[config.mk]
export PLATFORM = sky130hd
export DESIGN_NAME = ccp_front
export DESIGN_NICKNAME = d
export VERILOG_FILES = /design/src/hw/rtl/ccp_pkg.sv /design/src/hw/rtl/ccp_front.sv
export SDC_FILE = /design/constraint.sdc
export NUM_CORES = 1
export LEC_CHECK = 0
export ABC_AREA = 1
export BUFFER_PORTS_ARGS = -buffer_cell sky130_fd_sc_hd__buf_4
export CAP_MARGIN = 20
export CORE_MARGIN = 2
export CORE_UTILIZATION = 47
export CTS_CLUSTER_DIAMETER = 60
export DETAILED_ROUTE_END_ITERATION = 16
export GPL_TIMING_DRIVEN = 0
export PLACE_DENSITY = 0.84
export SLEW_MARGIN = 25
export SYNTH_ARGS = -nofsm -noshare
export SYNTH_HDL_FRONTEND = slang
export SYNTH_SLANG_ARGS = --single-unit
[constraint.sdc]
create_clock -name aclk -period 3.2 [get_ports aclk]
set_input_delay 0.16 -clock aclk [delete_from_list [all_inputs] [get_ports aclk]]
set_output_delay 0.16 -clock aclk [all_outputs]
set_load 0.03 [all_outputs]
[src/hw/rtl/ccp_pkg.sv]
// shared types, constants and helpers for the phase current clarke/park block
`default_nettype none

package ccp_pkg;

    // sample and result widths
    localparam int SAMPLE_BITS = 16;
    localparam int ANG_W       = 16;
    localparam int RES_W       = 18;
    localparam int MAG_W       = 17;

    // calibration
    localparam int CAL_SAMPLES = 1000;
    localparam int CNT_W       = $clog2(CAL_SAMPLES + 1);
    localparam int SUM_W       = SAMPLE_BITS + $clog2(CAL_SAMPLES) + 1;

    // datapath
    localparam int CORR_W = SAMPLE_BITS + 1;
    localparam int MUL_W  = (CORR_W > RES_W) ? CORR_W : RES_W;
    localparam int PROD_W = 2 * MUL_W;
    localparam int ACC_W  = PROD_W + 1;
    localparam int DIV_W  = ACC_W;
    localparam int TRIG_W = 16;

    // square root
    localparam int SQRT_W     = ACC_W + (ACC_W % 2);
    localparam int SQRT_STEPS = SQRT_W / 2;
    localparam int ROOT_W     = SQRT_STEPS;
    localparam int REM_W      = ROOT_W + 2;
    localparam int STEP_W     = $clog2(SQRT_STEPS);

    // queue between front and back
    localparam int QUEUE_DEPTH = 2;
    localparam int PTR_W       = $clog2(QUEUE_DEPTH);

    // stream packing
    localparam int IN_DATA_W  = ((2 * SAMPLE_BITS + ANG_W + 7) / 8) * 8;
    localparam int OUT_BITS   = 5 * RES_W + MAG_W;
    localparam int OUT_DATA_W = ((OUT_BITS + 7) / 8) * 8;
    localparam int OUT_PAD_W  = OUT_DATA_W - OUT_BITS;

    // fixed-point constants
    localparam int K_INV_SQRT3     = 37837;
    localparam int K_TWO_INV_SQRT3 = 75674;
    localparam int TRIG_SCALE      = 32767;
    localparam int QUARTER_TURN    = 16384;
    localparam int SIN_C0          = 148;
    localparam int SIN_C1          = 2611;
    localparam int SIN_C2          = 21167;
    localparam int SIN_C3          = 51472;
    localparam int BETA_ROUND      = 65535;

    // constant division: reciprocal for the calibration count, fold for the trig scale
    localparam int     CAL_MAG_W   = SAMPLE_BITS + $clog2(CAL_SAMPLES);
    localparam int     CAL_SHIFT   = CAL_MAG_W + $clog2(CAL_SAMPLES);
    localparam int     CAL_RECIP_W = CAL_MAG_W + 1;
    localparam longint CAL_RECIP   = ((longint'(1) << CAL_SHIFT) + CAL_SAMPLES - 1)
                                     / CAL_SAMPLES;
    localparam int     TRIG_SHIFT  = 15;

    typedef enum logic {
        KIND_CAL  = 1'b0,
        KIND_CONV = 1'b1
    } op_kind_t;

    typedef enum logic [1:0] {
        DV_IDLE,
        DV_FOLD,
        DV_FIX
    } div_stage_t;

    typedef struct packed {
        op_kind_t                       kind;
        logic signed [SAMPLE_BITS-1:0]  sample_a;
        logic signed [SAMPLE_BITS-1:0]  sample_b;
        logic        [ANG_W-1:0]        angle;
    } item_t;

    typedef struct packed {
        logic signed [RES_W-1:0] alpha;
        logic signed [RES_W-1:0] beta;
        logic signed [RES_W-1:0] corrected_b;
        logic signed [RES_W-1:0] direct;
        logic signed [RES_W-1:0] quadrature;
        logic        [MAG_W-1:0] magnitude;
        logic                    cal_done;
    } result_t;

    typedef enum logic [4:0] {
        ST_IDLE,
        ST_CAL_ACC,
        ST_CAL_DIVA,
        ST_CAL_WAITA,
        ST_CAL_DIVB,
        ST_CAL_WAITB,
        ST_CV_CORR,
        ST_CV_B1,
        ST_CV_B2,
        ST_CV_B3,
        ST_TR_X2,
        ST_TR_T1,
        ST_TR_T2,
        ST_TR_T3,
        ST_TR_Y,
        ST_TR_S,
        ST_PK_D1,
        ST_PK_D2,
        ST_PK_DDIV,
        ST_PK_DWAIT,
        ST_PK_Q1,
        ST_PK_Q2,
        ST_PK_QDIV,
        ST_PK_QWAIT,
        ST_MG_1,
        ST_MG_2,
        ST_MG_SQRT,
        ST_OUT
    } eng_state_t;

    // clamp a wide signed value to the result range
    function automatic logic signed [RES_W-1:0] sat_res(input logic signed [ACC_W-1:0] v);
        logic signed [ACC_W-1:0] hi;
        logic signed [ACC_W-1:0] lo;
        hi = ACC_W'(2 ** (RES_W - 1) - 1);
        lo = -ACC_W'(2 ** (RES_W - 1));
        if (v > hi) begin
            return hi[RES_W-1:0];
        end else if (v < lo) begin
            return lo[RES_W-1:0];
        end
        return v[RES_W-1:0];
    endfunction

endpackage

`default_nettype wire

[src/hw/rtl/ccp_front.sv]
// front end: request intake, op classification and the short queue to the back end
`default_nettype none

module ccp_front (
    input  wire logic                            aclk,
    input  wire logic                            aresetn,
    input  wire logic                            s_tvalid,
    output logic                                 s_tready,
    input  wire logic [ccp_pkg::IN_DATA_W-1:0]   s_tdata,  // sample_a, sample_b, angle
    input  wire logic                            s_tuser,  // op
    output logic                                 item_valid,
    output ccp_pkg::item_t                       item,
    input  wire logic                            item_pop
);

    ccp_pkg::item_t                 entry_reg [ccp_pkg::QUEUE_DEPTH];
    logic [ccp_pkg::PTR_W-1:0]      wr_ptr_reg, wr_ptr_next;
    logic [ccp_pkg::PTR_W-1:0]      rd_ptr_reg, rd_ptr_next;
    logic [ccp_pkg::PTR_W:0]        count_reg, count_next;
    logic                           push;
    ccp_pkg::item_t                 new_item;

    // classify the incoming request
    always_comb begin
        new_item.kind     = s_tuser ? ccp_pkg::KIND_CONV : ccp_pkg::KIND_CAL;
        new_item.sample_a = s_tdata[ccp_pkg::SAMPLE_BITS-1:0];
        new_item.sample_b = s_tdata[2*ccp_pkg::SAMPLE_BITS-1:ccp_pkg::SAMPLE_BITS];
        new_item.angle    = s_tdata[2*ccp_pkg::SAMPLE_BITS+ccp_pkg::ANG_W-1:
                                    2*ccp_pkg::SAMPLE_BITS];
    end

    assign s_tready   = (count_reg != (ccp_pkg::PTR_W+1)'(ccp_pkg::QUEUE_DEPTH));
    assign push       = s_tvalid && s_tready;
    assign item_valid = (count_reg != '0);
    assign item       = entry_reg[rd_ptr_reg];

    // pointer and fill bookkeeping
    always_comb begin
        wr_ptr_next = wr_ptr_reg;
        rd_ptr_next = rd_ptr_reg;
        count_next  = count_reg;
        if (push) begin
            wr_ptr_next = (wr_ptr_reg == ccp_pkg::PTR_W'(ccp_pkg::QUEUE_DEPTH - 1)) ?
                          '0 : wr_ptr_reg + 1'b1;
        end
        if (item_pop) begin
            rd_ptr_next = (rd_ptr_reg == ccp_pkg::PTR_W'(ccp_pkg::QUEUE_DEPTH - 1)) ?
                          '0 : rd_ptr_reg + 1'b1;
        end
        if (push && !item_pop) begin
            count_next = count_reg + 1'b1;
        end else if (item_pop && !push) begin
            count_next = count_reg - 1'b1;
        end
    end

    always_ff @(posedge aclk) begin
        if (!aresetn) begin
            wr_ptr_reg <= '0;
            rd_ptr_reg <= '0;
            count_reg  <= '0;
        end else begin
            wr_ptr_reg <= wr_ptr_next;
            rd_ptr_reg <= rd_ptr_next;
            count_reg  <= count_next;
        end
    end

    // queue storage
    always_ff @(posedge aclk) begin
        if (push) begin
            entry_reg[wr_ptr_reg] <= new_item;
        end
    end

`ifndef SYNTHESIS
    a_fill_bound: assert property (@(posedge aclk) disable iff (!aresetn)
        count_reg <= (ccp_pkg::PTR_W+1)'(ccp_pkg::QUEUE_DEPTH))
        else $error("queue fill beyond depth");
    a_pop_nonempty: assert property (@(posedge aclk) disable iff (!aresetn)
        item_pop |-> item_valid)
        else $error("pop from empty queue");
`endif

endmodule

`default_nettype wire

==> results of run 1 <==
[logic make-up (layout without fill, tap and decap cells)]
kind of cell	count (synthesis)	count (layout)	synth area share, %
flops	103	103	79.79
buf+inv	13	185	2.067
simple gates	19	19	1.968
compound gates	3	3	0.3936
fa+ha+maj	1	1	0.3280
mux	49	49	15.45
[synth_stat cells]
cell      instances
nand2_1           9
edfxtp_1         98
a21oi_1           1
buf_8             1
mux2_2           39
nand4_1           1
nor2_1            8
inv_1             8
buf_6             1
ha_1              1
nand3_1           1
buf_4             3
mux2_4           10
dfxtp_1           5
o21ai_0           2
[path summary, 6_finish.rpt]
| path | endpoint | startpoint |
|---|---|---|
| max | entry_reg[0][39] | count_reg[0] |
| min | count_reg[1] | aresetn |
| max reg2reg | entry_reg[0][39] | count_reg[0] |
| min reg2reg | rd_ptr_reg | rd_ptr_reg |
[per-layer routing]
layer	up-vias	GRT usage, %
li1	1049	-
met1	1077	18.43
met2	68	31.13
met3	7	2.809
met4	0	6.280
met5	-	0
[timing repair]
| action | 4_1_cts | 5_1_grt |
|---|---|---|
| endpoints found under the hold margin | 98 | 0 |
| endpoints found under the setup margin | 0 | 0 |
| hold buffers | 49 | 0 |
[area by class of cell]
| cell class | count | area (um2) |
|---|---|---|
| clock buffer | 11 | 131.4 |
| clock inverter | 5 | 35.03 |
| inverter | 8 | 30.03 |
| timing repair buffer | 156 | 1374 |
| multi-input combinational | 72 | 706.9 |
| sequential | 103 | 3043 |
| tap | 102 | 127.6 |
| fill | 483 | 2311 |
| buffer | 5 | 48.80 |
[worst max-delay path: cells and delay by family (launching register included)]
kind                   cells  cell delay [ns]
and+or+nand+nor            3             0.78
buffers and inverters      3             0.51
DFF                        1             0.36
[power groups by stage]
stage                     Sequential [W]  Combinational [W]  Clock [W]
after floorplan                  0.00166           0.000345          0
after global placement           0.00167           0.000546          0
after detailed placement         0.00166           0.000599          0
after CTS                        0.00163           0.000648   0.000709
after global routing             0.00164           0.000686   0.000759
final                            0.00163           0.000645   0.000689
[metrics by stage]
| step | total power, W | setup TNS [ns] | hold slack, ns | setup WS (ns) | area, um2 |
|---|---|---|---|---|---|
| after detailed placement | 0.002259 | 0 | 0.3475 | 1.248 | 4840 |
| after global placement | 0.002211 | -98.73 | 0.3444 | -1.021 | 4715 |
| after CTS | 0.002986 | 0 | 0.05542 | 1.234 | 5497 |
| final | 0.002962 | 0 | 0.08350 | 1.241 | 5497 |
| after global routing | 0.003084 | 0 | 0.08119 | 1.111 | 5497 |
| after floorplan | 0.002003 | -9.760 | 0.2589 | -0.09959 | 3814 |
==> metrics.yaml, run 1 <==
m1WireLength_um: 2756
first_iter_violations: 75
power_frac_comb_pct: 21.8
max-slew-margin-rel_pct: 60.51
coreArea_um2: 7807
cap_violations: 0
drive_gt1_share_pct: 49.17
p_int_w: 0.002183
seqPwrFrac_pct: 55.0
path_cells: "inv_1 > nand2_1 > nand2_1 > nor2_4 > buf_16 > buf_16"
die_area_um2: 8851
ant_nets: 0
dpl.hpwl_um: 4377
num_vias: 2201
ys_types: 15
start_kind: "flip-flop"
first_global_vias: 2329
initial_core_util_pct: 48.85
synth_area_leaders: "edfxtp_1 77%, mux2_2 12%, mux2_4 3.9%"
hold_path_class: "in2reg"
crit_fanout: 20
die_h_um: 94.08
cts.sinks: 103
rsz0062_at_grt: "no"
cts_tree: "built"
clockRootBuffer: "clkbuf_8"
num_rows: 32
drv_slew: 0
io_pins: 104
post-cts-setup-buffer-count: 0
fin_nets: 409
rr_worst_depth: 6
crit_path_end_kind: "flip-flop"
layout_commonest_cell: "buf_4"
cp.arrival_ns: 2.01
mostFrequentLayoutCells: "106 x buf_4, 98 x edfxtp_1, 49 x dlygate4sd3_1"
wl_per_cell_um: 15.17
area_growth_pct: 44.13
routabilityCongestion: 0.7187
routed-wl-met3_um: 278
die-width_um: 94.08
reg2reg_slack_ns: 1.24
period_needed_ns: 1.959
ys_seq_area_share_pct: 79.79
hold_depth: 3
grt_pass1_wl_um: 10940
p_leak_nw: 2.127
critical_path_class: "reg2reg"
post-place-cells: 397
drt-total-wl_um: 7010
grt_max_degree: 24
drc: 0
syn_nets: 242
grt_usage_pct: 16.50
p_sw_share_pct: 26.31
clk_latency_ns: 0.34
syn_area_um2: 3814
final_util_pct: 70.40
yosys.area.top_type: "edfxtp_1"
slowest_delay_ns: 0.51
ys_warn_count: 0
antenna_found_initial: 0
fmax_mhz: 510.5
vdd_ir_drop_max_mv: 0.3137
p_switching_w: 0.0007794
p_per_area_nw_per_um2: 539.0
cts_resized: 0
clkSlewWorstSetupHoldPaths_ns: 0.09
ys_seq_elements: 103
worst_pin_slew_ns: 0.5910
diodes: 0
syn_area_per_cell_um2: 20.29
synth_cells: 188
overflow: 0
fin_skew_ns: 0.01312
pwr-share-clk_pct: 23.3
met2_length_um: 3891
outcome: "complete, no violations"
cts_made_buffers: 9
viasPerCell: 4.764
largest_reg_flops: 98
routed.top_layer: "met4"
cp_data_required_time_ns: 3.25
final_hold_viol_count: 0
cts_max_level: 3
period_share_pct: 61.22
firstDrtPassIters: 4
synth_top_area_share_pct: 77.17
final-setup-viol-count: 0
port_buffers: 103
layout.cells.non_filler: 462
critPathSlowestCell: "nor2_4"
cts_max_path_buffers: 2
Note: power is estimated with default switching activity, not from simulation.
==> run 2: changes to the inputs <==
--- a/config.mk
+++ b/config.mk
@@ -9,11 +9,11 @@
 export BUFFER_PORTS_ARGS = -buffer_cell sky130_fd_sc_hd__buf_4
 export CAP_MARGIN = 20
 export CORE_MARGIN = 2
-export CORE_UTILIZATION = 47
+export CORE_UTILIZATION = 52
 export CTS_CLUSTER_DIAMETER = 60
 export DETAILED_ROUTE_END_ITERATION = 16
 export GPL_TIMING_DRIVEN = 0
-export PLACE_DENSITY = 0.84
+export PLACE_DENSITY = 0.87
 export SLEW_MARGIN = 25
 export SYNTH_ARGS = -nofsm -noshare
 export SYNTH_HDL_FRONTEND = slang
==> constraint.sdc (replaced) <==
create_clock -name aclk -period 2 [get_ports aclk]
set_input_delay 0.1 -clock aclk [delete_from_list [all_inputs] [get_ports aclk]]
set_output_delay 0.1 -clock aclk [all_outputs]
set_load 0.03 [all_outputs]
==> run 2 against run 1 <==
Net effect: power rose by 71%; non-clock buffer count increased by 3; critical path depth shrank 1; sequential power grew 60%; final area rose by 1.2%; flip-flop and latch count stayed put.
==> metrics.yaml, run 2 (synthesized netlist as in run 1, its figures left out) <==
outcome: "complete, no violations"
fin_nets: 412
viasPerCell: 4.858
clockRootBuffer: "clkbuf_8"
final-setup-viol-count: 0
antenna_found_initial: 0
grt_busiest_layer: "met2"
cp_data_required_time_ns: 2.05
path_cells: "inv_1 > nand2_1 > nand2_1 > nor2_4 > buf_12"
grt.met1_usage_pct: 20.59
crit_path_end_kind: "flip-flop"
clk_latency_ns: 0.35
drt-total-wl_um: 7040
die_area_um2: 8035
p_leak_nw: 2.159
clkSlewWorstSetupHoldPaths_ns: 0.08
use_met3_pct: 5.484
fin_skew_ns: 0.006908
setup_ws_ns: 0.2987
critical_path_class: "reg2reg"
rsz0062_at_grt: "no"
slowest_delay_ns: 0.44
vdd_ir_drop_max_mv: 0.6233
final_hold_viol_count: 0
period_needed_ns: 1.701
cts_made_buffers: 9
overflow: 0
crit_fanout: 24
initial_core_util_pct: 53.15
cp.arrival_ns: 1.75
die_h_um: 89.64
port_buffers: 103
pre_cts_ws_ns: 0.05555
mostFrequentLayoutCells: "107 x buf_4, 98 x edfxtp_1, 50 x dlygate4sd3_1"
drive_gt1_share_pct: 49.44
die-width_um: 89.64
first_iter_violations: 106
layout_commonest_cell: "buf_4"
cpMostUsedCell: "nand2_1"
wl_per_cell_um: 15.34
cts_max_level: 3
cap_violations: 0
critPathSlowestCell: "nor2_4"
firstDrtPassIters: 5
area_growth_pct: 45.80
start_kind: "flip-flop"
cts_max_path_buffers: 2
grt_pass1_wl_um: 10280
power_w: 0.005078
hold_ws_ns: 0.01985
hold_path_class: "in2reg"
drc: 0
io_pins: 104
dpl.hpwl_um: 4430
diodes: 0
max-slew-margin-rel_pct: 67.46
first_global_vias: 2142
ant_nets: 0
grt_usage_pct: 17.79
worst_pin_slew_ns: 0.4870
cts.sinks: 103
layout.cells.non_filler: 459
coreArea_um2: 7176
final_util_pct: 77.49
p_per_area_nw_per_um2: 913.2
period_share_pct: 85.07
use_met2_pct: 31.68
reg2reg_slack_ns: 0.30
fmax_mhz: 587.8
routabilityCongestion: 0.6610
cts_tree: "built"
largest_reg_flops: 98
grt_max_degree: 25
num_rows: 31
drv_slew: 0
post-place-cells: 395
num_vias: 2230
==> run 2: changes by cell type in the layout (fill, tap and decap cells not counted), sizes merged <==
cell and delta:
clkinv -4, bufinv +3, buf +2, clkbuf -2
dlygate4sd3 +1
==> run 2: path summary, 6_finish.rpt <==
kind                 from               to  cells past startpoint
max          count_reg[0]  entry_reg[1][4]                      5
min              item_pop        flip-flop                      3
max reg2reg  count_reg[0]  entry_reg[1][4]                      5
min reg2reg    rd_ptr_reg        flip-flop                      2
==> run 2: final cells by class <==
cell class | instances | area, um2
Clock inverter | 4 | 97.59
Clock buffer | 9 | 123.9
Multi-Input combinational cell | 72 | 706.9
Sequential cell | 103 | 3043
Timing Repair Buffer | 159 | 1386
Inverter | 8 | 30.03
Buffer | 5 | 48.80
Tap cell | 99 | 123.9
Fill cell | 410 | 1615
==> run 2: power by group <==
group	leakage [nW]	switching (W)	internal, W
logic	1.10	0.000554	0.000480
registers	0.955	0.0000444	0.00256
clock network	0.107	0.000628	0.000811
total	2.16	0.00123	0.00385
==> run 2: worst max-delay path: cells and delay by family (launching register included) <==
| kind | cells | cell delay [ns] |
|---|---|---|
| and+or+nand+nor | 3 | 0.71 |
| buffers and inverters | 2 | 0.35 |
| DFF | 1 | 0.35 |
==> run 2: layer usage <==
metal	part of all wire, %	up-vias
met5	0	-
met4	0.68	0
met3	5.0	6
met2	56	73
met1	38	1099
li1	-	1052
==> run 2: metrics by stage <==
stage / setup TNS (ns) / cell area (um2)
after floorplan: -49.56 / 3819
after detailed placement: 0 / 4831
final: 0 / 5560
after global routing: 0 / 5560
after CTS: 0 / 5553
after global placement: -94.84 / 4716
==> run 2: repair_timing <==
item | in CTS | in global routing
hold buffers | 50 | 0
gates resized for setup | 0 | 0
buffers inserted | 0 | 1
setup endpoints to repair | 0 | 15
endpoints found under the hold margin | 99 | 0
==> run 3: changes to the inputs <==
--- a/config.mk
+++ b/config.mk
@@ -13,6 +13,7 @@
 export CTS_CLUSTER_DIAMETER = 60
 export DETAILED_ROUTE_END_ITERATION = 16
 export GPL_TIMING_DRIVEN = 0
+export MAX_ROUTING_LAYER = met4
 export PLACE_DENSITY = 0.87
 export SLEW_MARGIN = 25
 export SYNTH_ARGS = -nofsm -noshare
==> run 3 against run 2 <==
Net effect: via count decreased by 0.72%; critical path depth unchanged; die area unchanged; clock-buffer cell count unchanged; critical path type unchanged; sequential share of layout area unchanged.
==> metrics.yaml, run 3 (synthesized netlist as in run 1, its figures left out) <==
outcome: "complete, no violations"
mostFrequentLayoutCells: "107 x buf_4, 98 x edfxtp_1, 50 x dlygate4sd3_1"
first_iter_violations: 98
grt_max_degree: 25
final_util_pct: 77.49
reg2reg_slack_ns: 0.30
r2r-start: "count_reg[0]"
drive_gt1_share_pct: 49.44
io_pins: 104
die_h_um: 89.64
ant_nets: 0
dpl.hpwl_um: 4430
critPathSlowestCell: "nor2_4"
start_kind: "flip-flop"
overflow: 0
cpMostUsedCell: "nand2_1"
clkSlewWorstSetupHoldPaths_ns: 0.08
initial_core_util_pct: 53.15
period_needed_ns: 1.702
first_global_vias: 2152
cts_tree: "built"
multi_input_area_um2: 706.9
placed_area_um2: 4831
vdd_ir_drop_max_mv: 0.6236
hold_path_class: "in2reg"
period_share_pct: 85.08
crit_fanout: 24
post-place-cells: 395
num_rows: 31
drt-total-wl_um: 7027
nFillCells: 410
wl_per_cell_um: 15.31
die-width_um: 89.64
critical_path_class: "reg2reg"
final-setup-viol-count: 0
path_cells: "inv_1 > nand2_1 > nand2_1 > nor2_4 > buf_12"
die_area_um2: 8035
routabilityCongestion: 0.6671
firstDrtPassIters: 5
layout_commonest_cell: "buf_4"
area_growth_pct: 45.80
p_leak_nw: 2.159
cp_data_required_time_ns: 2.05
fin_skew_ns: 0.006172
cap_violations: 0
cts_made_buffers: 9
fin_nets: 412
cp.arrival_ns: 1.75
rr_worst_depth: 5
slowest_delay_ns: 0.43
drc: 0
drv_slew: 0
cts_max_path_buffers: 2
num_vias: 2214
rsz0062_at_grt: "no"
grt_usage_pct: 18.31
cts.sinks: 103
clockRootBuffer: "clkbuf_8"
final_hold_viol_count: 0
power_w: 0.005076
port_buffers: 103
max-slew-margin-rel_pct: 67.64
cts_max_level: 3
fin_area_um2: 5560
worst_pin_slew_ns: 0.4843
viasPerCell: 4.824
antenna_found_initial: 0
final-seq-area_um2: 3043
clk_latency_ns: 0.35
fmax_mhz: 587.7
r2r-end: "entry_reg[1][4]"
hold_depth: 3
grt_pass1_wl_um: 10270
min_from: "item_pop"
largest_reg_flops: 98
p_per_area_nw_per_um2: 912.8
hold_ws_ns: 0.01810
crit_path_end_kind: "flip-flop"
layout.cells.non_filler: 459
coreArea_um2: 7176
diodes: 0
run 3: cell counts in the layout (fill, tap and decap cells not counted):
Identical to the previous run, type by type.
run 3: per-stage QoR:
stage | setup WS (ns) | TNS, ns
after CTS | 0.02957 | 0
after floorplan | -0.5057 | -49.56
after global placement | -0.9696 | -94.84
after detailed placement | 0.05555 | 0
final | 0.2984 | 0
after global routing | 0.1915 | 0
run 3: routing by layer:
| layer | share of wire, % | up-vias | GRT usage (%) |
|---|---|---|---|
| met2 | 56 | 76 | 31.89 |
| met1 | 39 | 1081 | 20.34 |
| li1 | - | 1051 | - |
| met3 | 4.7 | 6 | 5.393 |
| met5 | 0 | - | - |
| met4 | 0.77 | 0 | 5.563 |
run 3: layout make-up:
cell class / instances / area share (%)
inverters: 8 / 0.5401
clock buffers: 9 / 2.228
flip-flops and latches: 103 / 54.73
plain buffers: 5 / 0.8776
well taps: 99 / 2.228
repair buffers: 159 / 24.93
clock inverters: 4 / 1.755
multi-input cells: 72 / 12.71
run 3: power by group:
part	internal, W	switching (W)	total [W]
Sequential	0.00256	0.0000443	0.00261
Clock	0.000810	0.000626	0.00144
Combinational	0.000480	0.000554	0.00103
run 3: how the worst max path moves through the flow:
stage	start	end
5_1_grt	count_reg[0]	entry_reg[1][3]
4_1_cts	count_reg[0]	entry_reg[0][14]
2_1_floorplan	count_reg[0]	entry_reg[0][0]
6_report	count_reg[0]	entry_reg[1][4]
3_3_place_gp	count_reg[0]	entry_reg[1][20]
3_5_place_dp	count_reg[0]	entry_reg[0][20]
run 3: worst max-delay path, delay by kind of cell (launching register included):
kind                   cells  cell delay, ns
DFF                        1            0.35
and+or+nand+nor            3            0.70
buffers and inverters      2            0.34
run 3: what timing repair did:
| action | in CTS | in global routing |
|---|---|---|
| buffers inserted | 0 | 1 |
| gates resized for setup | 0 | 0 |
| setup endpoints to repair | 0 | 15 |
| hold buffers | 50 | 0 |
| hold endpoints to repair | 99 | 0 |
