**src/hw/rtl/ccp_pkg.sv**
```systemverilog
// shared types, constants and helpers for the phase current clarke/park block
`default_nettype none

package ccp_pkg;

    // sample and result widths
    localparam int SAMPLE_BITS = 16;
    localparam int ANG_W       = 16;
    localparam int RES_W       = 18;
    localparam int MAG_W       = 17;

    // calibration
    localparam int CAL_SAMPLES = 1000;
    localparam int CNT_W       = $clog2(CAL_SAMPLES + 1);
    localparam int SUM_W       = SAMPLE_BITS + $clog2(CAL_SAMPLES) + 1;

    // datapath
    localparam int CORR_W = SAMPLE_BITS + 1;
    localparam int MUL_W  = (CORR_W > RES_W) ? CORR_W : RES_W;
    localparam int PROD_W = 2 * MUL_W;
    localparam int ACC_W  = PROD_W + 1;
    localparam int DIV_W  = ACC_W;
    localparam int TRIG_W = 16;

    // square root
    localparam int SQRT_W     = ACC_W + (ACC_W % 2);
    localparam int SQRT_STEPS = SQRT_W / 2;
    localparam int ROOT_W     = SQRT_STEPS;
    localparam int REM_W      = ROOT_W + 2;
    localparam int STEP_W     = $clog2(SQRT_STEPS);

    // queue between front and back
    localparam int QUEUE_DEPTH = 2;
    localparam int PTR_W       = $clog2(QUEUE_DEPTH);

    // stream packing
    localparam int IN_DATA_W  = ((2 * SAMPLE_BITS + ANG_W + 7) / 8) * 8;
    localparam int OUT_BITS   = 5 * RES_W + MAG_W;
    localparam int OUT_DATA_W = ((OUT_BITS + 7) / 8) * 8;
    localparam int OUT_PAD_W  = OUT_DATA_W - OUT_BITS;

    // fixed-point constants
    localparam int K_INV_SQRT3     = 37837;
    localparam int K_TWO_INV_SQRT3 = 75674;
    localparam int TRIG_SCALE      = 32767;
    localparam int QUARTER_TURN    = 16384;
    localparam int SIN_C0          = 148;
    localparam int SIN_C1          = 2611;
    localparam int SIN_C2          = 21167;
    localparam int SIN_C3          = 51472;
    localparam int BETA_ROUND      = 65535;

    // constant division: reciprocal for the calibration count, fold for the trig scale
    localparam int     CAL_MAG_W   = SAMPLE_BITS + $clog2(CAL_SAMPLES);
    localparam int     CAL_SHIFT   = CAL_MAG_W + $clog2(CAL_SAMPLES);
    localparam int     CAL_RECIP_W = CAL_MAG_W + 1;
    localparam longint CAL_RECIP   = ((longint'(1) << CAL_SHIFT) + CAL_SAMPLES - 1)
                                     / CAL_SAMPLES;
    localparam int     TRIG_SHIFT  = 15;

    typedef enum logic {
        KIND_CAL  = 1'b0,
        KIND_CONV = 1'b1
    } op_kind_t;

    typedef enum logic [1:0] {
        DV_IDLE,
        DV_FOLD,
        DV_FIX
    } div_stage_t;

    typedef struct packed {
        op_kind_t                       kind;
        logic signed [SAMPLE_BITS-1:0]  sample_a;
        logic signed [SAMPLE_BITS-1:0]  sample_b;
        logic        [ANG_W-1:0]        angle;
    } item_t;

    typedef struct packed {
        logic signed [RES_W-1:0] alpha;
        logic signed [RES_W-1:0] beta;
        logic signed [RES_W-1:0] corrected_b;
        logic signed [RES_W-1:0] direct;
        logic signed [RES_W-1:0] quadrature;
        logic        [MAG_W-1:0] magnitude;
        logic                    cal_done;
    } result_t;

    typedef enum logic [4:0] {
        ST_IDLE,
        ST_CAL_ACC,
        ST_CAL_DIVA,
        ST_CAL_WAITA,
        ST_CAL_DIVB,
        ST_CAL_WAITB,
        ST_CV_CORR,
        ST_CV_B1,
        ST_CV_B2,
        ST_CV_B3,
        ST_TR_X2,
        ST_TR_T1,
        ST_TR_T2,
        ST_TR_T3,
        ST_TR_Y,
        ST_TR_S,
        ST_PK_D1,
        ST_PK_D2,
        ST_PK_DDIV,
        ST_PK_DWAIT,
        ST_PK_Q1,
        ST_PK_Q2,
        ST_PK_QDIV,
        ST_PK_QWAIT,
        ST_MG_1,
        ST_MG_2,
        ST_MG_SQRT,
        ST_OUT
    } eng_state_t;

    // clamp a wide signed value to the result range
    function automatic logic signed [RES_W-1:0] sat_res(input logic signed [ACC_W-1:0] v);
        logic signed [ACC_W-1:0] hi;
        logic signed [ACC_W-1:0] lo;
        hi = ACC_W'(2 ** (RES_W - 1) - 1);
        lo = -ACC_W'(2 ** (RES_W - 1));
        if (v > hi) begin
            return hi[RES_W-1:0];
        end else if (v < lo) begin
            return lo[RES_W-1:0];
        end
        return v[RES_W-1:0];
    endfunction

endpackage

`default_nettype wire

```
**src/hw/rtl/ccp_div.sv**
```systemverilog
// constant divider: reciprocal multiply by the calibration count, shift-and-fold by the trig scale
`default_nettype none

module ccp_div (
    input  wire logic                          aclk,
    input  wire logic                          aresetn,
    input  wire logic                          start,
    input  wire logic [ccp_pkg::DIV_W-1:0]     dividend,
    input  wire logic                          by_cal,   // 1: calibration count, 0: trig scale
    output logic                               done,
    output logic [ccp_pkg::DIV_W-1:0]          quotient
);

    localparam int SH = ccp_pkg::TRIG_SHIFT;
    localparam int RW = ccp_pkg::DIV_W - SH + 1;
    localparam int PW = ccp_pkg::CAL_MAG_W + ccp_pkg::CAL_RECIP_W;

    ccp_pkg::div_stage_t            stage_reg, stage_next;
    logic                           by_cal_reg, by_cal_next;
    logic                           done_reg, done_next;
    logic [ccp_pkg::DIV_W-1:0]      q_reg, q_next;
    logic [RW-1:0]                  r_reg, r_next;
    logic [PW-1:0]                  prod_reg, prod_next;

    assign done     = done_reg;
    assign quotient = q_reg;

    // load, then either shift the reciprocal product or fold the remainder back in and correct
    always_comb begin
        stage_next  = stage_reg;
        by_cal_next = by_cal_reg;
        done_next   = 1'b0;
        q_next      = q_reg;
        r_next      = r_reg;
        prod_next   = prod_reg;
        unique case (stage_reg)
            ccp_pkg::DV_IDLE: begin
                if (start) begin
                    by_cal_next = by_cal;
                    prod_next   = dividend[ccp_pkg::CAL_MAG_W-1:0]
                                  * ccp_pkg::CAL_RECIP_W'(ccp_pkg::CAL_RECIP);
                    q_next      = dividend >> SH;
                    r_next      = RW'(dividend[SH-1:0]) + RW'(dividend >> SH);
                    stage_next  = ccp_pkg::DV_FOLD;
                end
            end
            ccp_pkg::DV_FOLD: begin
                if (by_cal_reg) begin
                    q_next     = ccp_pkg::DIV_W'(prod_reg >> ccp_pkg::CAL_SHIFT);
                    done_next  = 1'b1;
                    stage_next = ccp_pkg::DV_IDLE;
                end else begin
                    q_next     = q_reg + ccp_pkg::DIV_W'(r_reg >> SH);
                    r_next     = RW'(r_reg[SH-1:0]) + (r_reg >> SH);
                    stage_next = ccp_pkg::DV_FIX;
                end
            end
            ccp_pkg::DV_FIX: begin
                if (r_reg >= RW'(ccp_pkg::TRIG_SCALE)) begin
                    q_next = q_reg + 1'b1;
                end
                done_next  = 1'b1;
                stage_next = ccp_pkg::DV_IDLE;
            end
            default: begin
                stage_next = ccp_pkg::DV_IDLE;
            end
        endcase
    end

    always_ff @(posedge aclk) begin
        if (!aresetn) begin
            stage_reg <= ccp_pkg::DV_IDLE;
            done_reg  <= 1'b0;
        end else begin
            stage_reg <= stage_next;
            done_reg  <= done_next;
        end
    end

    always_ff @(posedge aclk) begin
        by_cal_reg <= by_cal_next;
        q_reg      <= q_next;
        r_reg      <= r_next;
        prod_reg   <= prod_next;
    end

endmodule

`default_nettype wire

```
**src/hw/rtl/ccp_engine.sv**
```systemverilog
// back end: calibration, clarke/park sequencer, magnitude and result register
`default_nettype none

module ccp_engine (
    input  wire logic               aclk,
    input  wire logic               aresetn,
    input  wire logic               item_valid,
    input  wire ccp_pkg::item_t     item,
    output logic                    item_pop,
    input  wire logic               out_ready,
    output logic                    out_valid,
    output ccp_pkg::result_t        out_res
);

    localparam int MW = ccp_pkg::MUL_W;
    localparam int AW = ccp_pkg::ACC_W;
    localparam int TW = ccp_pkg::TRIG_W;

    ccp_pkg::eng_state_t                    state_reg, state_next;
    ccp_pkg::op_kind_t                      kind_reg, kind_next;
    logic signed [ccp_pkg::SAMPLE_BITS-1:0] a_reg, a_next, b_reg, b_next;
    logic [ccp_pkg::ANG_W-1:0]              ang_reg, ang_next;
    logic signed [ccp_pkg::SUM_W-1:0]       sum_a_reg, sum_a_next, sum_b_reg, sum_b_next;
    logic [ccp_pkg::CNT_W-1:0]              cnt_reg, cnt_next;
    logic signed [ccp_pkg::SAMPLE_BITS-1:0] off_a_reg, off_a_next, off_b_reg, off_b_next;
    logic signed [ccp_pkg::CORR_W-1:0]      ca_reg, ca_next, cb_reg, cb_next;
    logic signed [ccp_pkg::RES_W-1:0]       alpha_reg, alpha_next, beta_reg, beta_next;
    logic signed [ccp_pkg::RES_W-1:0]       cbs_reg, cbs_next;
    logic signed [ccp_pkg::RES_W-1:0]       d_reg, d_next, q_reg, q_next;
    logic signed [AW-1:0]                   acc_reg, acc_next;
    logic                                   neg_reg, neg_next;
    logic                                   cal_done_reg, cal_done_next;
    logic                                   cos_phase_reg, cos_phase_next;
    logic [TW-1:0]                          x_reg, x_next, x2_reg, x2_next;
    logic [TW-1:0]                          t_reg, t_next, y_reg, y_next;
    logic signed [TW-1:0]                   sin_reg, sin_next, cos_reg, cos_next;
    logic [ccp_pkg::SQRT_W-1:0]             rad_reg, rad_next;
    logic [ccp_pkg::REM_W-1:0]              rem_reg, rem_next;
    logic [ccp_pkg::ROOT_W-1:0]             root_reg, root_next;
    logic [ccp_pkg::STEP_W-1:0]             step_reg, step_next;
    logic                                   out_valid_reg, out_valid_next;
    ccp_pkg::result_t                       res_reg, res_next;

    logic signed [MW-1:0]                   mul_x, mul_y;
    logic signed [ccp_pkg::PROD_W-1:0]      mul_p, p_sh15;
    logic [ccp_pkg::ANG_W-1:0]              ang_eff;
    logic [1:0]                             quad;
    logic [ccp_pkg::ANG_W-3:0]              r_ang;
    logic [ccp_pkg::ANG_W-2:0]              u_ang;
    logic [TW-1:0]                          x_c;
    logic [ccp_pkg::CNT_W-1:0]              cnt_inc;
    logic signed [ccp_pkg::SUM_W-1:0]       sum_a_inc, sum_b_inc;
    logic signed [AW-1:0]                   beta_tr;
    logic [ccp_pkg::REM_W-1:0]              rem_sh, trial;
    logic signed [AW-1:0]                   div_signed;

    logic                                   div_start;
    logic [ccp_pkg::DIV_W-1:0]              div_dvd;
    logic                                   div_cal;
    logic                                   div_done;
    logic [ccp_pkg::DIV_W-1:0]              div_q;

    // shared divider for offsets and park scaling
    ccp_div u_div (
        .aclk     (aclk),
        .aresetn  (aresetn),
        .start    (div_start),
        .dividend (div_dvd),
        .by_cal   (div_cal),
        .done     (div_done),
        .quotient (div_q)
    );

    // the one shared multiplier
    assign mul_p  = mul_x * mul_y;
    assign p_sh15 = mul_p >>> 15;

    // angle folding into the first quadrant
    assign ang_eff = cos_phase_reg ? ang_reg + ccp_pkg::ANG_W'(ccp_pkg::QUARTER_TURN) : ang_reg;
    assign quad    = ang_eff[ccp_pkg::ANG_W-1:ccp_pkg::ANG_W-2];
    assign r_ang   = ang_eff[ccp_pkg::ANG_W-3:0];
    assign u_ang   = quad[0] ? (ccp_pkg::ANG_W-1)'(ccp_pkg::QUARTER_TURN) - {1'b0, r_ang}
                             : {1'b0, r_ang};
    assign x_c     = {u_ang, 1'b0};

    // calibration sums and count
    assign cnt_inc   = cnt_reg + 1'b1;
    assign sum_a_inc = sum_a_reg + ccp_pkg::SUM_W'(a_reg);
    assign sum_b_inc = sum_b_reg + ccp_pkg::SUM_W'(b_reg);

    // beta truncated toward zero
    assign beta_tr = (acc_reg < 0) ? (acc_reg + AW'(ccp_pkg::BETA_ROUND)) >>> 16
                                   : acc_reg >>> 16;

    // root step
    assign rem_sh = {rem_reg[ccp_pkg::REM_W-3:0], rad_reg[ccp_pkg::SQRT_W-1 -: 2]};
    assign trial  = {root_reg, 2'b01};

    assign div_signed = neg_reg ? -$signed(div_q) : $signed(div_q);

    assign item_pop  = (state_reg == ccp_pkg::ST_IDLE) && item_valid;
    assign out_valid = out_valid_reg;
    assign out_res   = res_reg;

    // sequencer: next state and datapath
    always_comb begin
        state_next     = state_reg;
        kind_next      = kind_reg;
        a_next         = a_reg;
        b_next         = b_reg;
        ang_next       = ang_reg;
        sum_a_next     = sum_a_reg;
        sum_b_next     = sum_b_reg;
        cnt_next       = cnt_reg;
        off_a_next     = off_a_reg;
        off_b_next     = off_b_reg;
        ca_next        = ca_reg;
        cb_next        = cb_reg;
        alpha_next     = alpha_reg;
        beta_next      = beta_reg;
        cbs_next       = cbs_reg;
        d_next         = d_reg;
        q_next         = q_reg;
        acc_next       = acc_reg;
        neg_next       = neg_reg;
        cal_done_next  = cal_done_reg;
        cos_phase_next = cos_phase_reg;
        x_next         = x_reg;
        x2_next        = x2_reg;
        t_next         = t_reg;
        y_next         = y_reg;
        sin_next       = sin_reg;
        cos_next       = cos_reg;
        rad_next       = rad_reg;
        rem_next       = rem_reg;
        root_next      = root_reg;
        step_next      = step_reg;
        out_valid_next = out_valid_reg;
        res_next       = res_reg;
        mul_x          = '0;
        mul_y          = '0;
        div_start      = 1'b0;
        div_dvd        = '0;
        div_cal        = 1'b0;

        // result register drains independently
        if (out_valid_reg && out_ready) begin
            out_valid_next = 1'b0;
        end

        unique case (state_reg)
            ccp_pkg::ST_IDLE: begin
                if (item_valid) begin
                    kind_next  = item.kind;
                    a_next     = item.sample_a;
                    b_next     = item.sample_b;
                    ang_next   = item.angle;
                    state_next = (item.kind == ccp_pkg::KIND_CAL) ? ccp_pkg::ST_CAL_ACC
                                                                  : ccp_pkg::ST_CV_CORR;
                end
            end
            ccp_pkg::ST_CAL_ACC: begin
                alpha_next = '0;
                beta_next  = '0;
                cbs_next   = '0;
                d_next     = '0;
                q_next     = '0;
                root_next  = '0;
                sum_a_next = sum_a_inc;
                sum_b_next = sum_b_inc;
                if (cnt_inc >= ccp_pkg::CNT_W'(ccp_pkg::CAL_SAMPLES)) begin
                    cnt_next      = '0;
                    cal_done_next = 1'b1;
                    state_next    = ccp_pkg::ST_CAL_DIVA;
                end else begin
                    cnt_next      = cnt_inc;
                    cal_done_next = 1'b0;
                    state_next    = ccp_pkg::ST_OUT;
                end
            end
            ccp_pkg::ST_CAL_DIVA: begin
                div_start  = 1'b1;
                div_dvd    = (sum_a_reg < 0) ? ccp_pkg::DIV_W'(-sum_a_reg)
                                             : ccp_pkg::DIV_W'(sum_a_reg);
                div_cal    = 1'b1;
                neg_next   = (sum_a_reg < 0);
                state_next = ccp_pkg::ST_CAL_WAITA;
            end
            ccp_pkg::ST_CAL_WAITA: begin
                if (div_done) begin
                    off_a_next = div_signed[ccp_pkg::SAMPLE_BITS-1:0];
                    state_next = ccp_pkg::ST_CAL_DIVB;
                end
            end
            ccp_pkg::ST_CAL_DIVB: begin
                div_start  = 1'b1;
                div_dvd    = (sum_b_reg < 0) ? ccp_pkg::DIV_W'(-sum_b_reg)
                                             : ccp_pkg::DIV_W'(sum_b_reg);
                div_cal    = 1'b1;
                neg_next   = (sum_b_reg < 0);
                state_next = ccp_pkg::ST_CAL_WAITB;
            end
            ccp_pkg::ST_CAL_WAITB: begin
                if (div_done) begin
                    off_b_next = div_signed[ccp_pkg::SAMPLE_BITS-1:0];
                    sum_a_next = '0;
                    sum_b_next = '0;
                    state_next = ccp_pkg::ST_OUT;
                end
            end
            ccp_pkg::ST_CV_CORR: begin
                ca_next       = ccp_pkg::CORR_W'(a_reg) - ccp_pkg::CORR_W'(off_a_reg);
                cb_next       = ccp_pkg::CORR_W'(b_reg) - ccp_pkg::CORR_W'(off_b_reg);
                cal_done_next = 1'b0;
                state_next    = ccp_pkg::ST_CV_B1;
            end
            ccp_pkg::ST_CV_B1: begin
                alpha_next = ccp_pkg::sat_res(AW'(ca_reg));
                cbs_next   = ccp_pkg::sat_res(AW'(cb_reg));
                mul_x      = MW'(ca_reg);
                mul_y      = MW'(ccp_pkg::K_INV_SQRT3);
                acc_next   = AW'(mul_p);
                state_next = ccp_pkg::ST_CV_B2;
            end
            ccp_pkg::ST_CV_B2: begin
                mul_x      = MW'(cb_reg);
                mul_y      = MW'(ccp_pkg::K_TWO_INV_SQRT3);
                acc_next   = acc_reg + AW'(mul_p);
                state_next = ccp_pkg::ST_CV_B3;
            end
            ccp_pkg::ST_CV_B3: begin
                beta_next      = ccp_pkg::sat_res(beta_tr);
                cos_phase_next = 1'b0;
                state_next     = ccp_pkg::ST_TR_X2;
            end
            ccp_pkg::ST_TR_X2: begin
                mul_x      = MW'(x_c);
                mul_y      = MW'(x_c);
                x_next     = x_c;
                x2_next    = p_sh15[TW-1:0];
                state_next = ccp_pkg::ST_TR_T1;
            end
            ccp_pkg::ST_TR_T1: begin
                mul_x      = MW'(x2_reg);
                mul_y      = MW'(ccp_pkg::SIN_C0);
                t_next     = TW'(ccp_pkg::SIN_C1) - p_sh15[TW-1:0];
                state_next = ccp_pkg::ST_TR_T2;
            end
            ccp_pkg::ST_TR_T2: begin
                mul_x      = MW'(x2_reg);
                mul_y      = MW'(t_reg);
                t_next     = TW'(ccp_pkg::SIN_C2) - p_sh15[TW-1:0];
                state_next = ccp_pkg::ST_TR_T3;
            end
            ccp_pkg::ST_TR_T3: begin
                mul_x      = MW'(x2_reg);
                mul_y      = MW'(t_reg);
                t_next     = TW'(ccp_pkg::SIN_C3) - p_sh15[TW-1:0];
                state_next = ccp_pkg::ST_TR_Y;
            end
            ccp_pkg::ST_TR_Y: begin
                mul_x      = MW'(x_reg);
                mul_y      = MW'(t_reg);
                y_next     = p_sh15[TW-1:0];
                state_next = ccp_pkg::ST_TR_S;
            end
            ccp_pkg::ST_TR_S: begin
                mul_x = MW'(y_reg);
                mul_y = MW'(ccp_pkg::TRIG_SCALE);
                if (cos_phase_reg) begin
                    cos_next   = quad[1] ? -$signed(p_sh15[TW-1:0]) : $signed(p_sh15[TW-1:0]);
                    state_next = ccp_pkg::ST_PK_D1;
                end else begin
                    sin_next       = quad[1] ? -$signed(p_sh15[TW-1:0])
                                             : $signed(p_sh15[TW-1:0]);
                    cos_phase_next = 1'b1;
                    state_next     = ccp_pkg::ST_TR_X2;
                end
            end
            ccp_pkg::ST_PK_D1: begin
                mul_x      = MW'(cos_reg);
                mul_y      = MW'(alpha_reg);
                acc_next   = AW'(mul_p);
                state_next = ccp_pkg::ST_PK_D2;
            end
            ccp_pkg::ST_PK_D2: begin
                mul_x      = MW'(sin_reg);
                mul_y      = MW'(beta_reg);
                acc_next   = acc_reg + AW'(mul_p);
                state_next = ccp_pkg::ST_PK_DDIV;
            end
            ccp_pkg::ST_PK_DDIV: begin
                div_start  = 1'b1;
                div_dvd    = (acc_reg < 0) ? ccp_pkg::DIV_W'(-acc_reg) : ccp_pkg::DIV_W'(acc_reg);
                div_cal    = 1'b0;
                neg_next   = (acc_reg < 0);
                state_next = ccp_pkg::ST_PK_DWAIT;
            end
            ccp_pkg::ST_PK_DWAIT: begin
                if (div_done) begin
                    d_next     = ccp_pkg::sat_res(div_signed);
                    state_next = ccp_pkg::ST_PK_Q1;
                end
            end
            ccp_pkg::ST_PK_Q1: begin
                mul_x      = MW'(cos_reg);
                mul_y      = MW'(beta_reg);
                acc_next   = AW'(mul_p);
                state_next = ccp_pkg::ST_PK_Q2;
            end
            ccp_pkg::ST_PK_Q2: begin
                mul_x      = MW'(sin_reg);
                mul_y      = MW'(alpha_reg);
                acc_next   = acc_reg - AW'(mul_p);
                state_next = ccp_pkg::ST_PK_QDIV;
            end
            ccp_pkg::ST_PK_QDIV: begin
                div_start  = 1'b1;
                div_dvd    = (acc_reg < 0) ? ccp_pkg::DIV_W'(-acc_reg) : ccp_pkg::DIV_W'(acc_reg);
                div_cal    = 1'b0;
                neg_next   = (acc_reg < 0);
                state_next = ccp_pkg::ST_PK_QWAIT;
            end
            ccp_pkg::ST_PK_QWAIT: begin
                if (div_done) begin
                    q_next     = ccp_pkg::sat_res(div_signed);
                    state_next = ccp_pkg::ST_MG_1;
                end
            end
            ccp_pkg::ST_MG_1: begin
                mul_x      = MW'(alpha_reg);
                mul_y      = MW'(alpha_reg);
                acc_next   = AW'(mul_p);
                state_next = ccp_pkg::ST_MG_2;
            end
            ccp_pkg::ST_MG_2: begin
                mul_x      = MW'(beta_reg);
                mul_y      = MW'(beta_reg);
                rad_next   = ccp_pkg::SQRT_W'(unsigned'(acc_reg + AW'(mul_p)));
                rem_next   = '0;
                root_next  = '0;
                step_next  = '0;
                state_next = ccp_pkg::ST_MG_SQRT;
            end
            ccp_pkg::ST_MG_SQRT: begin
                rad_next = rad_reg << 2;
                if (rem_sh >= trial) begin
                    rem_next  = rem_sh - trial;
                    root_next = {root_reg[ccp_pkg::ROOT_W-2:0], 1'b1};
                end else begin
                    rem_next  = rem_sh;
                    root_next = {root_reg[ccp_pkg::ROOT_W-2:0], 1'b0};
                end
                step_next = step_reg + 1'b1;
                if (step_reg == ccp_pkg::STEP_W'(ccp_pkg::SQRT_STEPS - 1)) begin
                    state_next = ccp_pkg::ST_OUT;
                end
            end
            ccp_pkg::ST_OUT: begin
                if (!out_valid_reg || out_ready) begin
                    res_next.alpha       = alpha_reg;
                    res_next.beta        = beta_reg;
                    res_next.corrected_b = cbs_reg;
                    res_next.direct      = d_reg;
                    res_next.quadrature  = q_reg;
                    res_next.magnitude   = (root_reg > ccp_pkg::ROOT_W'(2 ** ccp_pkg::MAG_W - 1))
                                           ? '1 : root_reg[ccp_pkg::MAG_W-1:0];
                    res_next.cal_done    = (kind_reg == ccp_pkg::KIND_CAL) && cal_done_reg;
                    out_valid_next       = 1'b1;
                    state_next           = ccp_pkg::ST_IDLE;
                end
            end
            default: begin
                state_next = ccp_pkg::ST_IDLE;
            end
        endcase
    end

    // control state
    always_ff @(posedge aclk) begin
        if (!aresetn) begin
            state_reg     <= ccp_pkg::ST_IDLE;
            out_valid_reg <= 1'b0;
            sum_a_reg     <= '0;
            sum_b_reg     <= '0;
            cnt_reg       <= '0;
            off_a_reg     <= '0;
            off_b_reg     <= '0;
        end else begin
            state_reg     <= state_next;
            out_valid_reg <= out_valid_next;
            sum_a_reg     <= sum_a_next;
            sum_b_reg     <= sum_b_next;
            cnt_reg       <= cnt_next;
            off_a_reg     <= off_a_next;
            off_b_reg     <= off_b_next;
        end
    end

    // datapath registers
    always_ff @(posedge aclk) begin
        kind_reg      <= kind_next;
        a_reg         <= a_next;
        b_reg         <= b_next;
        ang_reg       <= ang_next;
        ca_reg        <= ca_next;
        cb_reg        <= cb_next;
        alpha_reg     <= alpha_next;
        beta_reg      <= beta_next;
        cbs_reg       <= cbs_next;
        d_reg         <= d_next;
        q_reg         <= q_next;
        acc_reg       <= acc_next;
        neg_reg       <= neg_next;
        cal_done_reg  <= cal_done_next;
        cos_phase_reg <= cos_phase_next;
        x_reg         <= x_next;
        x2_reg        <= x2_next;
        t_reg         <= t_next;
        y_reg         <= y_next;
        sin_reg       <= sin_next;
        cos_reg       <= cos_next;
        rad_reg       <= rad_next;
        rem_reg       <= rem_next;
        root_reg      <= root_next;
        step_reg      <= step_next;
        res_reg       <= res_next;
    end

`ifndef SYNTHESIS
    a_count_bound: assert property (@(posedge aclk) disable iff (!aresetn)
        cnt_reg < ccp_pkg::CNT_W'(ccp_pkg::CAL_SAMPLES))
        else $error("calibration count reached its limit");
    a_cal_zero: assert property (@(posedge aclk) disable iff (!aresetn)
        (out_valid_reg && res_reg.cal_done) |-> (res_reg.magnitude == '0 &&
                                                 res_reg.alpha == '0))
        else $error("calibration result carries data");
    a_out_from_seq: assert property (@(posedge aclk) disable iff (!aresetn)
        $rose(out_valid_reg) |-> $past(state_reg) == ccp_pkg::ST_OUT)
        else $error("result appeared outside the output step");
`endif

endmodule

`default_nettype wire

```
**config.mk**
```make
export PLATFORM = sky130hd
export DESIGN_NAME = ccp_engine
export DESIGN_NICKNAME = d
export VERILOG_FILES = /design/src/hw/rtl/ccp_pkg.sv /design/src/hw/rtl/ccp_div.sv /design/src/hw/rtl/ccp_engine.sv
export SDC_FILE = /design/constraint.sdc
export NUM_CORES = 2
export LEC_CHECK = 0
export ABC_AREA = 1
export BUFFER_PORTS_ARGS = -buffer_cell sky130_fd_sc_hd__buf_2
export CORE_UTILIZATION = 30
export DETAILED_ROUTE_END_ITERATION = 8
export SYNTH_ARGS = -nofsm -noshare
export SYNTH_HDL_FRONTEND = slang
export SYNTH_SLANG_ARGS = --single-unit
export TNS_END_PERCENT = 10
```
**constraint.sdc**
```tcl
create_clock -name aclk -period 22.7 [get_ports aclk]
set_clock_uncertainty 0.05 [all_clocks]
set_input_delay 0 -clock aclk [delete_from_list [all_inputs] [get_ports aclk]]
set_output_delay 0 -clock aclk [all_outputs]
set_load 0.005 [all_outputs]
```
==> reports/metrics.cfg <==
[status]
outcome = finished clean

[critical_path]
cp-start-kind = flip-flop
reg2regPathDepth = 42
startpoint = state_reg[4]
endpoint = acc_reg[33]
cp.depth = 42
end_kind = flip-flop
worst-endpoint-arrival_ns = 12.34
cp_common_cell = nand2_1
crit_fanout = 20
cp_slowest_cell = fa_1
reg2reg_from = state_reg[4]
crit_path_max_incr_delay_ns = 0.95
r2r_setup_slack_ns = 10.77
cp_top_family = adder cells
worstPathRequired_ns = 23.10
r2r-end = acc_reg[33]
cp_num_buf_inv = 8
critPathKind = reg2reg

[pwr]
p_clk_share_pct = 12.0
total_power_w = 0.0117
p_int_w = 0.00508
p_leak_nw = 36.0
p_per_area_mw_per_mm2 = 152
netSwitchingFraction_pct = 56.7
power_frac_comb_pct = 68.2
ir_worst_vdd_mv = 0.0962
p_switching_w = 0.00665
p_seq_share_pct = 19.9

[final_layout]
fin_area_mm2 = 0.0773
mostFrequentLayoutCells = nand2_1, inv_1, nor2_1, a21oi_1, ha_1
final_layout_size_suffix_gt1_share_pct = 6.44
largest_register_ffs = 108
mostFrequentLayoutCell = nand2_1
syn2layout_area_growth_pct = 11.5
nets = 10100
instances_no_fill = 12000

[placed_design]
portBuffers = 162
placed_area_mm2 = 0.0735
dp.cells = 11700
hpwl_mm = 199
globalplace.congestion = 0.977

[sta]
slew_headroom_pct = 15.8
setup_tns_ns = 0
fmax_ghz = 0.0838
tightestPinTransition_ns = 1.26
drv_slew = 0
min_period_ns = 11.93
finalCritPeriodShare_pct = 52.6
hold_violations = 0
setup_viol_count_final = 0
rsz0062_at_grt = false
fin_hold_ws_ns = 0.167

[synth]
ys_seq_area_share_pct = 28.0
synth_cell_type_count = 81
synth_flop_cell = edfxtp_1
yosys_warnings = 0
synth-async-reset-ratio_pct = 0
synth_edf_count = 575
synth_fp_nets = 9867
syn-cell-area_mm2 = 0.0693
syn_inst = 8682
ys_ff_latch = 680
avgSynthCellArea_um2 = 7.98

[global_routing]
grt_pass1_vias = 59500
antenna_found_initial = 12
globalRouteOverflowTotal = 0
grt_start_max_net_pins = 76
grt_pass1_wl_mm = 370
track_usage_pct = 20.9

[detailed_routing]
vias_per_cell = 5.09
drt_iter0_markers = 6075
post_drt_wl_per_cell_um = 20.6
ant_nets = 0
dr.pass1.iters = 7
vias = 61000
wl_mm = 247
drc = 0

[clock_tree]
postCtsSetupRepairBufs = 0
clkSlewWorstSetupHoldPaths_ns = 0.06
clk-insertion-delay-late_ns = 0.72
cts_tree = built
cts_buffers = 82
clockRootBuffer = clkbuf_16
ctsHtreeMaxLevel = 3
cts_buffer_depth = 3
cts.sinks = 680

[job]
max-cap-violations = 0

[worst_hold_path]
hp-class = in2reg
holdPathStages = 2

[floorplanning]
floorplan.initialDensity_pct = 30.2
rows = 176
die_w_um = 483
die-area_mm2 = 0.233
core-area_mm2 = 0.230
ioPinCount = 163
dieHeight_um = 483

==> metrics by stage <==
| step | setup WS, ns | utilization [%] |
|---|---|---|
| after floorplan | 13.41 | - |
| after global placement | 11.00 | 32.0 |
| after detailed placement | 11.01 | 32.0 |
| after CTS | 10.89 | 33.6 |
| after global routing | 9.99 | 33.6 |
| final | 10.77 | 33.6 |
==> cell families (layout without fill, tap and decap cells) <==
logic type               Yosys count  after routing  synth area share [%]
AND/OR/NAND/NOR                 3332           3332                  20.7
buffers and inverters           1909           2185                  10.7
AO/OA/AOI/OAI                   1417           1417                  11.6
adder cells (fa/ha/maj)         1132           1132                  26.4
flip-flops                       680            680                  28.0
XOR/XNOR                         209            209                  2.67
multiplexers                       2              2                0.0307
other                              1              7               0.00541
==> worst min path at each step <==
stage	from	endpoint	slack (ns)
finish	item[32]	a_reg[0]	0.17
global route	item[32]	a_reg[0]	0.16
CTS	item[32]	a_reg[0]	0.15
detailed placement	item[28]	b_reg[12]	0.13
global placement	item[47]	a_reg[15]	0.13
floorplan	item[32]	a_reg[0]	0.05
==> per-layer routing <==
layer | track usage [%] | vias up | part of all wire, %
met3 | 3.50 | 423 | 8.0
met2 | 33.5 | 2469 | 45
li1 | - | 28600 | -
met4 | 6.87 | 8 | 3.5
met5 | 0 | - | 0.023
met1 | 28.4 | 29500 | 43
==> final cells by class <==
cell class,count,area [um^2]
clock inverters,50,609
well taps,3026,3790
multi-input cells,6093,42600
fillers,24000,152000
inverters,1703,6400
flip-flops and latches,680,19400
clock buffers,102,2170
diodes,6,15.0
repair buffers,330,2320
==> cell usage after synthesis, types with 43 or more instances <==
cell type | count | area share [%]
dfxtp_1 | 105 | 3.0
inv_2 | 43 | 0.23
nor2_1 | 795 | 4.3
buf_2 | 60 | 0.43
nand3_1 | 427 | 3.1
nand4_1 | 91 | 0.82
ha_1 | 582 | 11
fa_1 | 550 | 16
xor2_1 | 166 | 2.1
nor3_1 | 111 | 0.80
a21oi_1 | 642 | 4.6
inv_1 | 1645 | 8.9
clkbuf_1 | 105 | 0.57
edfxtp_1 | 575 | 25
o21ai_0 | 447 | 3.2
nand2_1 | 1681 | 9.1
==> timing repair <==
action | CTS | global route
hold buffers | 100 | 0
endpoints found under the hold margin | 102 | 0
gates resized for setup | 0 | 0
==> power groups by stage <==
stage                     sequential [W]  clock (W)  combinational, W
final                            0.00233    0.00140           0.00799
after global routing             0.00234    0.00146           0.00879
after CTS                        0.00232    0.00143           0.00788
after detailed placement         0.00234          0           0.00780
after global placement           0.00234          0           0.00778
after floorplan                  0.00212          0           0.00530
(Power assumes the default switching activity.)
